$ cat config.mk
export PLATFORM = sky130hd
export DESIGN_NAME = json_string_unescaper_unit
export DESIGN_NICKNAME = d
export VERILOG_FILES = /design/src/jsu_pkg.sv /design/src/json_string_unescaper_unit.sv /design/src/jsu_step.sv /design/src/jsu_outq.sv
export SDC_FILE = /design/constraint.sdc
export NUM_CORES = 1
export LEC_CHECK = 0
export BUFFER_PORTS_ARGS = -buffer_cell sky130_fd_sc_hd__buf_4
export CAP_MARGIN = 20
export CORE_ASPECT_RATIO = 0.9
export CORE_MARGIN = 2
export CORE_UTILIZATION = 42
export CTS_BUF_LIST = sky130_fd_sc_hd__clkbuf_4 sky130_fd_sc_hd__clkbuf_8
export DETAILED_ROUTE_END_ITERATION = 12
export HOLD_SLACK_MARGIN = 0.03
export PLACE_DENSITY_LB_ADDON = 0.3
export SYNTH_ARGS = -nofsm -noshare
export SYNTH_HDL_FRONTEND = slang
export SYNTH_SLANG_ARGS = --single-unit
$ cat constraint.sdc
create_clock -name clk_i -period 5.4 [get_ports clk_i]
set_clock_uncertainty 0.15 [all_clocks]
set_input_delay 0.81 -clock clk_i [delete_from_list [all_inputs] [get_ports clk_i]]
set_output_delay 0.81 -clock clk_i [all_outputs]
set_load 0.005 [all_outputs]
$ cat src/jsu_pkg.sv
// Shared types, constants and helpers for the JSON string unescaper.
// No dependencies; used by every module of the unit.
package jsu_pkg;

  localparam int unsigned LenW = 16;

  localparam logic [LenW-1:0] CapReset = LenW'(64);
  localparam logic [LenW-1:0] MinHexLeft = LenW'(5);

  localparam logic [7:0] ChQuote  = 8'h22;
  localparam logic [7:0] ChBslash = 8'h5C;
  localparam logic [7:0] ChU      = 8'h75;
  localparam logic [7:0] ChNul    = 8'h00;

  typedef enum logic [1:0] {
    ST_OK        = 2'd0,
    ST_NOMEM     = 2'd1,
    ST_NOINPUT   = 2'd2,
    ST_MALFORMED = 2'd3
  } status_e;

  // Parse mode, one-hot
  typedef enum logic [2:0] {
    MODE_PLAIN = 3'b001,
    MODE_ESC   = 3'b010,
    MODE_HEX   = 3'b100
  } mode_e;

  typedef struct packed {
    mode_e           mode;
    logic [1:0]      hex_cnt;
    logic [11:0]     hex_acc;
    logic [LenW-1:0] space;
  } state_t;

  typedef struct packed {
    logic [7:0] out_byte;
    logic       byte_valid;
    logic       done_res;
    status_e    status;
    logic       last;
  } res_t;

  // Hex digit value; bit 4 flags a byte that is not a hex digit
  function automatic logic [4:0] hex_value(logic [7:0] c);
    logic [4:0] v;
    v = 5'h10;
    if (c >= 8'h30 && c <= 8'h39) begin
      v = {1'b0, c[3:0]};
    end else if ((c >= 8'h41 && c <= 8'h46) || (c >= 8'h61 && c <= 8'h66)) begin
      v = {1'b0, c[3:0] + 4'd9};
    end
    return v;
  endfunction

endpackage

$ cat src/json_string_unescaper_unit.sv
// JSON string unescaper top level: input register, step logic, result queue.
// A result passes the input register and then the result queue; back-pressure can hold it in either.
// Throughput: one byte per cycle while the result queue has room; a byte that yields two results (a unicode
//   escape with a nonzero high byte) waits until the result queue is empty or
//   its one entry leaves in the same cycle.
// Reset clears the queue and input stage, sets capacity to 64 and plain mode.
// Depends on jsu_pkg, jsu_step and jsu_outq.
module json_string_unescaper_unit (
  input  logic        clk_i,
  input  logic        rst_ni,
  input  logic        cfg_we_i,
  input  logic [15:0] cfg_wdata_i,   // dest_capacity
  input  logic        s_axis_tvalid,
  output logic        s_axis_tready,
  input  logic [23:0] s_axis_tdata,  // [7:0] in_byte, [23:8] bytes_left
  output logic        m_axis_tvalid,
  input  logic        m_axis_tready,
  output logic [7:0]  m_axis_tdata,  // [7:0] out_byte
  output logic [3:0]  m_axis_tuser,  // [0] byte_valid, [1] done_res, [3:2] status
  output logic        m_axis_tlast   // last
);

  logic                     in_vld_q, in_vld_d;
  logic [7:0]               in_byte_q;
  logic [jsu_pkg::LenW-1:0] in_left_q;
  logic [jsu_pkg::LenW-1:0] cap_q;
  jsu_pkg::state_t          st_q, st_next;
  logic [1:0]               nres, room, push;
  jsu_pkg::res_t            r0, r1, head;
  logic                     go, s_xfer;

  jsu_step u_step (
    .st_i        (st_q),
    .cap_i       (cap_q),
    .in_byte_i   (in_byte_q),
    .bytes_left_i(in_left_q),
    .st_o        (st_next),
    .nres_o      (nres),
    .r0_o        (r0),
    .r1_o        (r1)
  );

  jsu_outq u_outq (
    .clk_i (clk_i),
    .rst_ni(rst_ni),
    .push_i(push),
    .r0_i  (r0),
    .r1_i  (r1),
    .pop_i (m_axis_tready),
    .room_o(room),
    .vld_o (m_axis_tvalid),
    .head_o(head)
  );

  // Advance the held byte when its results fit in the queue
  assign go            = in_vld_q && (nres <= room);
  assign push          = go ? nres : 2'd0;
  assign s_axis_tready = !in_vld_q || go;
  assign s_xfer        = s_axis_tvalid && s_axis_tready;
  assign in_vld_d      = s_xfer || (in_vld_q && !go);

  assign m_axis_tdata = head.out_byte;
  assign m_axis_tuser = {head.status, head.done_res, head.byte_valid};
  assign m_axis_tlast = head.last;

  // Input stage control
  always_ff @(posedge clk_i or negedge rst_ni) begin
    if (!rst_ni) begin
      in_vld_q <= 1'b0;
    end else begin
      in_vld_q <= in_vld_d;
    end
  end

  // Input stage payload
  always_ff @(posedge clk_i) begin
    if (s_xfer) begin
      in_byte_q <= s_axis_tdata[7:0];
      in_left_q <= s_axis_tdata[23:8];
    end
  end

  // Capacity register and parse state; a capacity write reloads the space
  always_ff @(posedge clk_i or negedge rst_ni) begin
    if (!rst_ni) begin
      cap_q <= jsu_pkg::CapReset;
      st_q  <= '{mode: jsu_pkg::MODE_PLAIN, hex_cnt: 2'd0, hex_acc: 12'h000,
                 space: jsu_pkg::CapReset};
    end else if (cfg_we_i) begin
      cap_q      <= cfg_wdata_i;
      st_q.space <= cfg_wdata_i;
    end else if (go) begin
      st_q <= st_next;
    end
  end

endmodule

$ cat src/jsu_step.sv
// Combinational step of the unescaper: one source byte plus the parse state
// give up to two results and the next state. Depends on jsu_pkg.
module jsu_step (
  input  jsu_pkg::state_t             st_i,
  input  logic [jsu_pkg::LenW-1:0]    cap_i,
  input  logic [7:0]                  in_byte_i,
  input  logic [jsu_pkg::LenW-1:0]    bytes_left_i,
  output jsu_pkg::state_t             st_o,
  output logic [1:0]                  nres_o,
  output jsu_pkg::res_t               r0_o,
  output jsu_pkg::res_t               r1_o
);

  function automatic jsu_pkg::res_t fin_res(jsu_pkg::status_e s);
    jsu_pkg::res_t r;
    r.out_byte   = 8'h00;
    r.byte_valid = 1'b0;
    r.done_res   = 1'b1;
    r.status     = s;
    r.last       = 1'b1;
    return r;
  endfunction

  function automatic jsu_pkg::res_t byte_res(logic [7:0] b, logic lst);
    jsu_pkg::res_t r;
    r.out_byte   = b;
    r.byte_valid = 1'b1;
    r.done_res   = 1'b0;
    r.status     = jsu_pkg::ST_OK;
    r.last       = lst;
    return r;
  endfunction

  jsu_pkg::state_t restart_st;
  logic [4:0]      hexd;
  logic [15:0]     code;
  logic [jsu_pkg::LenW-1:0] sp_dec;

  assign restart_st = '{mode: jsu_pkg::MODE_PLAIN, hex_cnt: 2'd0, hex_acc: 12'h000,
                        space: cap_i};
  assign hexd   = jsu_pkg::hex_value(in_byte_i);
  assign code   = {st_i.hex_acc, hexd[3:0]};
  assign sp_dec = st_i.space - jsu_pkg::LenW'(1);

  // Decode one byte against the current mode
  always_comb begin
    st_o   = st_i;
    nres_o = 2'd0;
    r0_o   = '0;
    r1_o   = '0;
    if (bytes_left_i == '0) begin
      r0_o = fin_res(jsu_pkg::ST_NOINPUT); nres_o = 2'd1; st_o = restart_st;
    end else begin
      unique case (st_i.mode)
        jsu_pkg::MODE_ESC: begin
          if (in_byte_i == jsu_pkg::ChU) begin
            if (bytes_left_i < jsu_pkg::MinHexLeft) begin
              r0_o = fin_res(jsu_pkg::ST_NOINPUT); nres_o = 2'd1; st_o = restart_st;
            end else begin
              st_o.mode    = jsu_pkg::MODE_HEX;
              st_o.hex_cnt = 2'd0;
              st_o.hex_acc = 12'h000;
            end
          end else if (st_i.space == '0) begin
            r0_o = fin_res(jsu_pkg::ST_NOMEM); nres_o = 2'd1; st_o = restart_st;
          end else begin
            r0_o = byte_res(in_byte_i, 1'b1); nres_o = 2'd1;
            st_o.mode  = jsu_pkg::MODE_PLAIN;
            st_o.space = sp_dec;
          end
        end
        jsu_pkg::MODE_HEX: begin
          if (hexd[4]) begin
            r0_o = fin_res(jsu_pkg::ST_MALFORMED); nres_o = 2'd1; st_o = restart_st;
          end else if (st_i.hex_cnt != 2'd3) begin
            st_o.hex_acc = {st_i.hex_acc[7:0], hexd[3:0]};
            st_o.hex_cnt = st_i.hex_cnt + 2'd1;
          end else if (st_i.space == '0) begin
            // no room even for the first byte of the code
            r0_o = fin_res(jsu_pkg::ST_NOMEM); nres_o = 2'd1; st_o = restart_st;
          end else if (code[15:8] != 8'h00) begin
            r0_o   = byte_res(code[15:8], 1'b0);
            nres_o = 2'd2;
            if (sp_dec == '0) begin
              // high byte fits, low byte does not
              r1_o = fin_res(jsu_pkg::ST_NOMEM); st_o = restart_st;
            end else begin
              r1_o = byte_res(code[7:0], 1'b1);
              st_o = '{mode: jsu_pkg::MODE_PLAIN, hex_cnt: 2'd0, hex_acc: 12'h000,
                       space: sp_dec - jsu_pkg::LenW'(1)};
            end
          end else begin
            r0_o = byte_res(code[7:0], 1'b1); nres_o = 2'd1;
            st_o = '{mode: jsu_pkg::MODE_PLAIN, hex_cnt: 2'd0, hex_acc: 12'h000,
                     space: sp_dec};
          end
        end
        default: begin
          if (in_byte_i == jsu_pkg::ChQuote) begin
            if (st_i.space != '0) begin
              r0_o = fin_res(jsu_pkg::ST_OK);
            end else begin
              r0_o = fin_res(jsu_pkg::ST_NOMEM);
            end
            nres_o = 2'd1; st_o = restart_st;
          end else if (in_byte_i == jsu_pkg::ChNul) begin
            r0_o = fin_res(jsu_pkg::ST_MALFORMED); nres_o = 2'd1; st_o = restart_st;
          end else if (in_byte_i == jsu_pkg::ChBslash) begin
            if (bytes_left_i == jsu_pkg::LenW'(1)) begin
              r0_o = fin_res(jsu_pkg::ST_NOINPUT); nres_o = 2'd1; st_o = restart_st;
            end else begin
              st_o.mode = jsu_pkg::MODE_ESC;
            end
          end else if (st_i.space == '0) begin
            r0_o = fin_res(jsu_pkg::ST_NOMEM); nres_o = 2'd1; st_o = restart_st;
          end else begin
            r0_o = byte_res(in_byte_i, 1'b1); nres_o = 2'd1;
            st_o.space = sp_dec;
          end
        end
      endcase
    end
  end

endmodule

$ cat src/jsu_outq.sv
// Two-entry result queue between the step logic and the output stream.
// Depends on jsu_pkg.
module jsu_outq (
  input  logic          clk_i,
  input  logic          rst_ni,
  input  logic [1:0]    push_i,
  input  jsu_pkg::res_t r0_i,
  input  jsu_pkg::res_t r1_i,
  input  logic          pop_i,
  output logic [1:0]    room_o,
  output logic          vld_o,
  output jsu_pkg::res_t head_o
);

  jsu_pkg::res_t ent_q [2];
  jsu_pkg::res_t ent_d [2];
  logic [1:0]    cnt_q, cnt_d, cnt_pop;

  assign vld_o   = (cnt_q != 2'd0);
  assign head_o  = ent_q[0];
  assign cnt_pop = (pop_i && vld_o) ? cnt_q - 2'd1 : cnt_q;
  assign room_o  = 2'd2 - cnt_pop;

  // Shift out on pop, then append pushed results behind what remains
  always_comb begin
    ent_d[0] = (pop_i && vld_o) ? ent_q[1] : ent_q[0];
    ent_d[1] = ent_q[1];
    if (push_i != 2'd0) begin
      ent_d[cnt_pop[0]] = r0_i;
    end
    if (push_i == 2'd2) begin
      ent_d[1] = r1_i;
    end
    cnt_d = cnt_pop + push_i;
  end

  always_ff @(posedge clk_i or negedge rst_ni) begin
    if (!rst_ni) begin
      cnt_q <= 2'd0;
    end else begin
      cnt_q <= cnt_d;
    end
  end

  always_ff @(posedge clk_i) begin
    ent_q[0] <= ent_d[0];
    ent_q[1] <= ent_d[1];
  end

endmodule

Word-level counts from Yosys, hierarchy flattened
Memories as Yosys holds them, arrays and structs flattened.
Cells that the tools add are included.
W data, S select, Z words.
{"block": "totals", "ram_bits": 26, "elab_cells": 134, "out_inout_bits": 15, "memories": 1, "reg_bits": 76}
{"name": "u_outq.ent_q", "words": 2, "width": 13, "read_ports": 2, "rd_clocked_by_memory_dff": 0, "write_ports": 2, "line": "jsu_outq.sv:15", "rtl": "jsu_pkg::res_t ent_q [2];"}
{"block": "classes", "n_reduce_logical": 26, "n_mux": 65, "eq_ne": 14, "order_cmp": 10, "bitwise_logic": 2, "addsub": 7}
{"op": "$mux W13", "count": 20}
{"op": "$mux W33", "count": 7}
{"op": "$mux W16", "count": 7}
{"op": "$pmux W33 S2", "count": 1}
{"op": "$logic_not A16 Y1", "count": 3}
{"op": "$mux W17", "count": 2}
{"op": "$sub A16 B1 Y16 const B", "count": 2}
{"op": "$mux W30", "count": 1}
{"op": "$mux W14", "count": 2}
{"op": "$bwmux W26", "count": 1}
{"op": "$mux W26", "count": 1}
{"op": "$pmux W13 S2", "count": 1}
{"op": "$mux W2", "count": 11}
{"op": "$eq A16 B1 Y1 const B", "count": 1}
{"op": "$eq A8 B7 Y1 const B", "count": 2}
{"op": "$ge A8 B7 Y1 const B", "count": 2}
{"op": "$le A8 B7 Y1 const B", "count": 2}
{"op": "$lt A16 B3 Y1 const B", "count": 1}
{"op": "$reduce_bool A16 Y1", "count": 1}
{"op": "$demux W13 S1", "count": 1}
{"op": "$mux W5", "count": 2}
{"op": "$eq A8 B6 Y1 const B", "count": 1}
{"op": "$ge A8 B6 Y1 const B", "count": 1}
{"op": "$le A8 B6 Y1 const B", "count": 1}
{"op": "33 further kinds", "count": 50}

Logic depth before layout (Yosys ltp)
{"block": "depth", "ltp_word": 14, "depth_mapped": 19}

Modules after synthesis
A second synthesis with hierarchy kept.
{"block": "unflattened", "cells_unflattened": 896, "area_unflattened_um2": 8012.7}
{"module": "jsu_step", "area_each_um2": 3639.7, "n_inst": 1, "cells_per_inst": 596}
{"module": "json_string_unescaper_unit", "area_each_um2": 2877.8, "n_inst": 1, "cells_per_inst": 197}
{"module": "jsu_outq", "area_each_um2": 1495.2, "n_inst": 1, "cells_per_inst": 103}

Worst setup path after synthesis
Ideal clock, no wire load.
{"block": "synth_timing", "path_type": "input to register", "from": "in m_axis_tready", "to": "reg st_q[21] (netlist bit)", "slack_ns": 1.229, "arrival_time_ns": 3.887, "required_time_ns": 5.116, "cell_stages": 15, "path_cell_list": "nor2b_1 -> clkbuf_1 -> buf_1 -> a21oi_1 -> xnor2_1 -> ha_1 -> nor2b_1 -> o21ai_0 -> nand2_1 -> or2_2 -> or3_1 -> clkbuf_1 -> clkbuf_1 -> nand2_1 -> o21ai_0"}
{"block": "synth_via", "elab_chain_len": 6}
{"item": "start, declared", "line": "json_string_unescaper_unit.sv:17", "rtl": "input logic m_axis_tready,"}
{"item": "$logic_and A1 B1 Y1", "line": "jsu_outq.sv:21", "rtl": "assign cnt_pop = (pop_i && vld_o) ? cnt_q - 2'd1 : cnt_q;"}
{"item": "$mux W2", "line": "jsu_outq.sv:21"}
{"item": "$sub A2 B2 Y2", "line": "jsu_outq.sv:22", "rtl": "assign room_o = 2'd2 - cnt_pop;"}
{"item": "$le A2 B2 Y1", "line": "json_string_unescaper_unit.sv:56", "rtl": "assign go = in_vld_q && (nres <= room);"}
{"item": "$logic_and A1 B1 Y1", "line": "json_string_unescaper_unit.sv:56"}
{"item": "$reduce_and A5 Y1 (no line)"}
{"item": "end signal, assigned", "line": "json_string_unescaper_unit.sv:87", "rtl": "st_q <= '{mode: jsu_pkg::MODE_PLAIN, hex_cnt: 2'd0, hex_acc: 12'h000,"}
{"item": "end signal, assigned", "line": "json_string_unescaper_unit.sv:93", "rtl": "st_q <= st_next;"}
{"item": "end, declared", "line": "json_string_unescaper_unit.sv:27", "rtl": "jsu_pkg::state_t st_q, st_next;"}
Every way passes these cells.
A chain may end at the register's enable or synchronous reset.

==> run summary <==
Full die area: 0.0158 sq mm
Worst slew margin: 35.0%
Worst EP arrival: 4.93 ns
Adder-Cell Fraction of Synth Area: 2.83%
Max-cap violation count: 0
Post-route insts no fill: 908
Post-synth top area share: 19.8%
Max Fclk: 207 MHz
Mapped Cells: 671
Root buffer cell: clkbuf_8
Syn Area/Cell: 9.24 sq um
Drt pass-1 iters: 6
Fillers: 1376
Commonest cells in the synthesized netlist: nand2_1, nor2_1, dfrtp_1
Vias in the first global route: 5067
Final instance area: 0.00694 sq mm
RSZ-0062 raised after global routing: false
Bufs and invs on worst path: 1
Final hold slack: 0.314 ns
CP Launch Type: register
Total grt overflow: 0
Postcts setup bufs: 0
Number of I/O pins: 60
Slowest cell on crit path: dfrtp_1
WL final: 16200 um
Die Y: 119 um
Fin. Hold Viols: 0
Synth Area in Compound Gates: 20.3%
Global-route wire length before repair: 26700 um
Placed Area: 0.00672 sq mm
LEAKAGE: 2.77 nW
Fin crit period: 4.82 ns
XOR/XNOR share of the synthesized area: 3.96%
Antenna violations before repair: 0
PortBufs: 59
Clock transition at path regs: 0.11 ns
Row count: 42
Register bit total from synthesis: 102
Skew-Pair Late Insertion Delay: 0.40 ns
Pre-CTS setup slack: 0.637 ns
Largest cells by area after synthesis: dfrtp_1, edfxtp_1, dfxtp_1, nand2_1, nor2_1
Starting Density: 42.6%
Vias per inst: 5.78
Placed cells: 892
Initial drt markers: 556
Final setup fails: 0
Wire per inst: 17.9 um
Yosys top cell by area: dfrtp_1
Synth Area in Simple Gates: 20.3%
Sequential cell area fraction in the yosys report: 43.0%
CTS sink cnt: 102
Pin count of the biggest net entering global routing: 57
Cell Chain, Critical Path: inv_1 -> ha_1 -> nor4b_1 -> and4_1 -> a211o_1 -> nor3_1 -> ha_1 -> nor2b_1 -> o21ai_0 -> nand2_1 -> nor4_4 -> o31a_1 -> nand2_1 -> nor2_1 -> a21oi_1
Fin crit share: 89.3%
Post-route worst setup slack: 0.576 ns
Area Overhead vs Synth: 12.0%
Largest family of logic cells by synthesized area: compound AO/OA/AOI/OAI gates
Cell family with most CP delay: simple AND/OR/NAND/NOR gates
Htree depth: 3
Status: complete, no violations
Actual slew at the worst max-slew pin: 0.968 ns
Synth unique cells: 78
Number of synthesized flops with an enable pin: 36
Most frequent cell after synthesis: nand2_1
Multiplexer share of the synthesized area: 4.26%
Crit-path max cell delay: 0.50 ns
Critical path capture point type: register
Final TNS setup: 0 ns
Total CTS buffers: 9
CP Data Required Time: 5.50 ns
CTS tree: yes
DIE WIDTH: 132 um
Worst Path Max Fanout: 23
Ys flop type: dfrtp_1
Utilization after layout: 47.7%
Pwr dens: 505 mW/mm^2
Cell area after synthesis: 0.00620 sq mm
Hold_buf cts: 0
Layout cell share with drive strength beyond 1: 16.6%
N_diodes: 0
CP Class: register to register
DRT antenna net count: 0
Final Wtd Congestion: 0.897
HPWL after DPL: 11900 um
Vias: 5244
Post-CTS sizing: 0
Asr flop ratio synth: 51.0%
Yosys warning count: 0
CTS Buffer Depth: 2
Hold crit path type: input pin to asynchronous set/reset pin
Max Slew Vio Count: 0
GRT Total Usage: 21.2%
Layout Nets: 764
Core Footprint: 0.0146 sq mm
Syn Nets: 730
Total Power: 3.50 mW
Residual DRC: 0
VDD IR max: 242 uV
==> flip-flops by register name (all words and copies together), names as in the netlist <==
register,flops
st_q,33
in_left_q,16
in_vld_q,1
u_outq.cnt_q,2
in_byte_q,8
cap_q,16
u_outq.ent_q,26
==> cells by family (layout without fill, tap and decap cells) <==
logic type	after synthesis	in the layout
fa+ha+maj	14	14
compound gates	186	186
simple gates	247	247
flops	102	102
mux	25	25
xor+xnor	28	28
buf+inv	69	108
==> area by class of cell <==
class | instances | area, sq um | share of cell area (%)
Multi-Input combinational cell | 500 | 3210 | 46.2
Sequential cell | 102 | 2670 | 38.4
Timing Repair Buffer | 67 | 503 | 7.25
Tap cell | 198 | 248 | 3.57
Clock buffer | 9 | 124 | 1.78
Clock inverter | 7 | 97.6 | 1.41
Inverter | 25 | 93.8 | 1.35
==> path summary, 6_finish.rpt <==
check | from | endpoint | slack (ns) | cells past startpoint
hold reg to reg | cap_q[6] | cap_q[6] | 0.36 | 2
setup reg to reg | st_q[0] | u_outq.ent_q[0][3] | 0.58 | 15
min in group clk_i | cap_q[6] | cap_q[6] | 0.36 | 2
setup / recovery | st_q[0] | u_outq.ent_q[0][3] | 0.58 | 15
hold / removal | rst_ni | st_q[4] | 0.31 | 1
max in group asynchronous | rst_ni | st_q[20] | 4.31 | 1
==> where the power goes <==
part	leakage, nW	internal, mW	switching, mW
sequential	1.11	1.12	0.243
combinational	1.54	0.653	0.955
clock	0.113	0.230	0.304
==> layout by cell type, fill, tap and decap left out, types with 4 or more instances in the layout <==
cell type and n:
nand2_1 70, nor2_1 67, buf_4 67, dfrtp_1 49, o21ai_0 45, a21oi_1 38, edfxtp_1 36, inv_1 25
xnor2_1 20, nor3_1 18, nand3_1 17, nand4_1 14, mux2i_1 14, ha_1 14, dfxtp_1 14, o31ai_1 13
mux2_2 11, clkbuf_8 9, nand2b_1 8, xor2_1 8, nor4_1 7, a31oi_1 7, or3_1 7, o21ai_1 7
a211oi_1 7, a21o_1 7, a22oi_1 7, a22o_1 6, a221oi_1 6, o21bai_1 5, nor3b_1 5, and2_1 5
a211o_1 4, and4_1 4, a311oi_1 4
==> per-layer routing <==
| metal | wire length [um] | GRT usage [%] | part of all wire [%] | vias up |
|---|---|---|---|---|
| met1 | 8080 | 31.7 | 50 | 2488 |
| li1 | - | - | - | 2525 |
| met5 | 0 | 0 | 0 | - |
| met2 | 6860 | 30.9 | 42 | 203 |
| met3 | 1030 | 4.51 | 6.3 | 28 |
| met4 | 250 | 5.98 | 1.5 | 0 |
No activity file was read; power rests on OpenSTA's default activity.
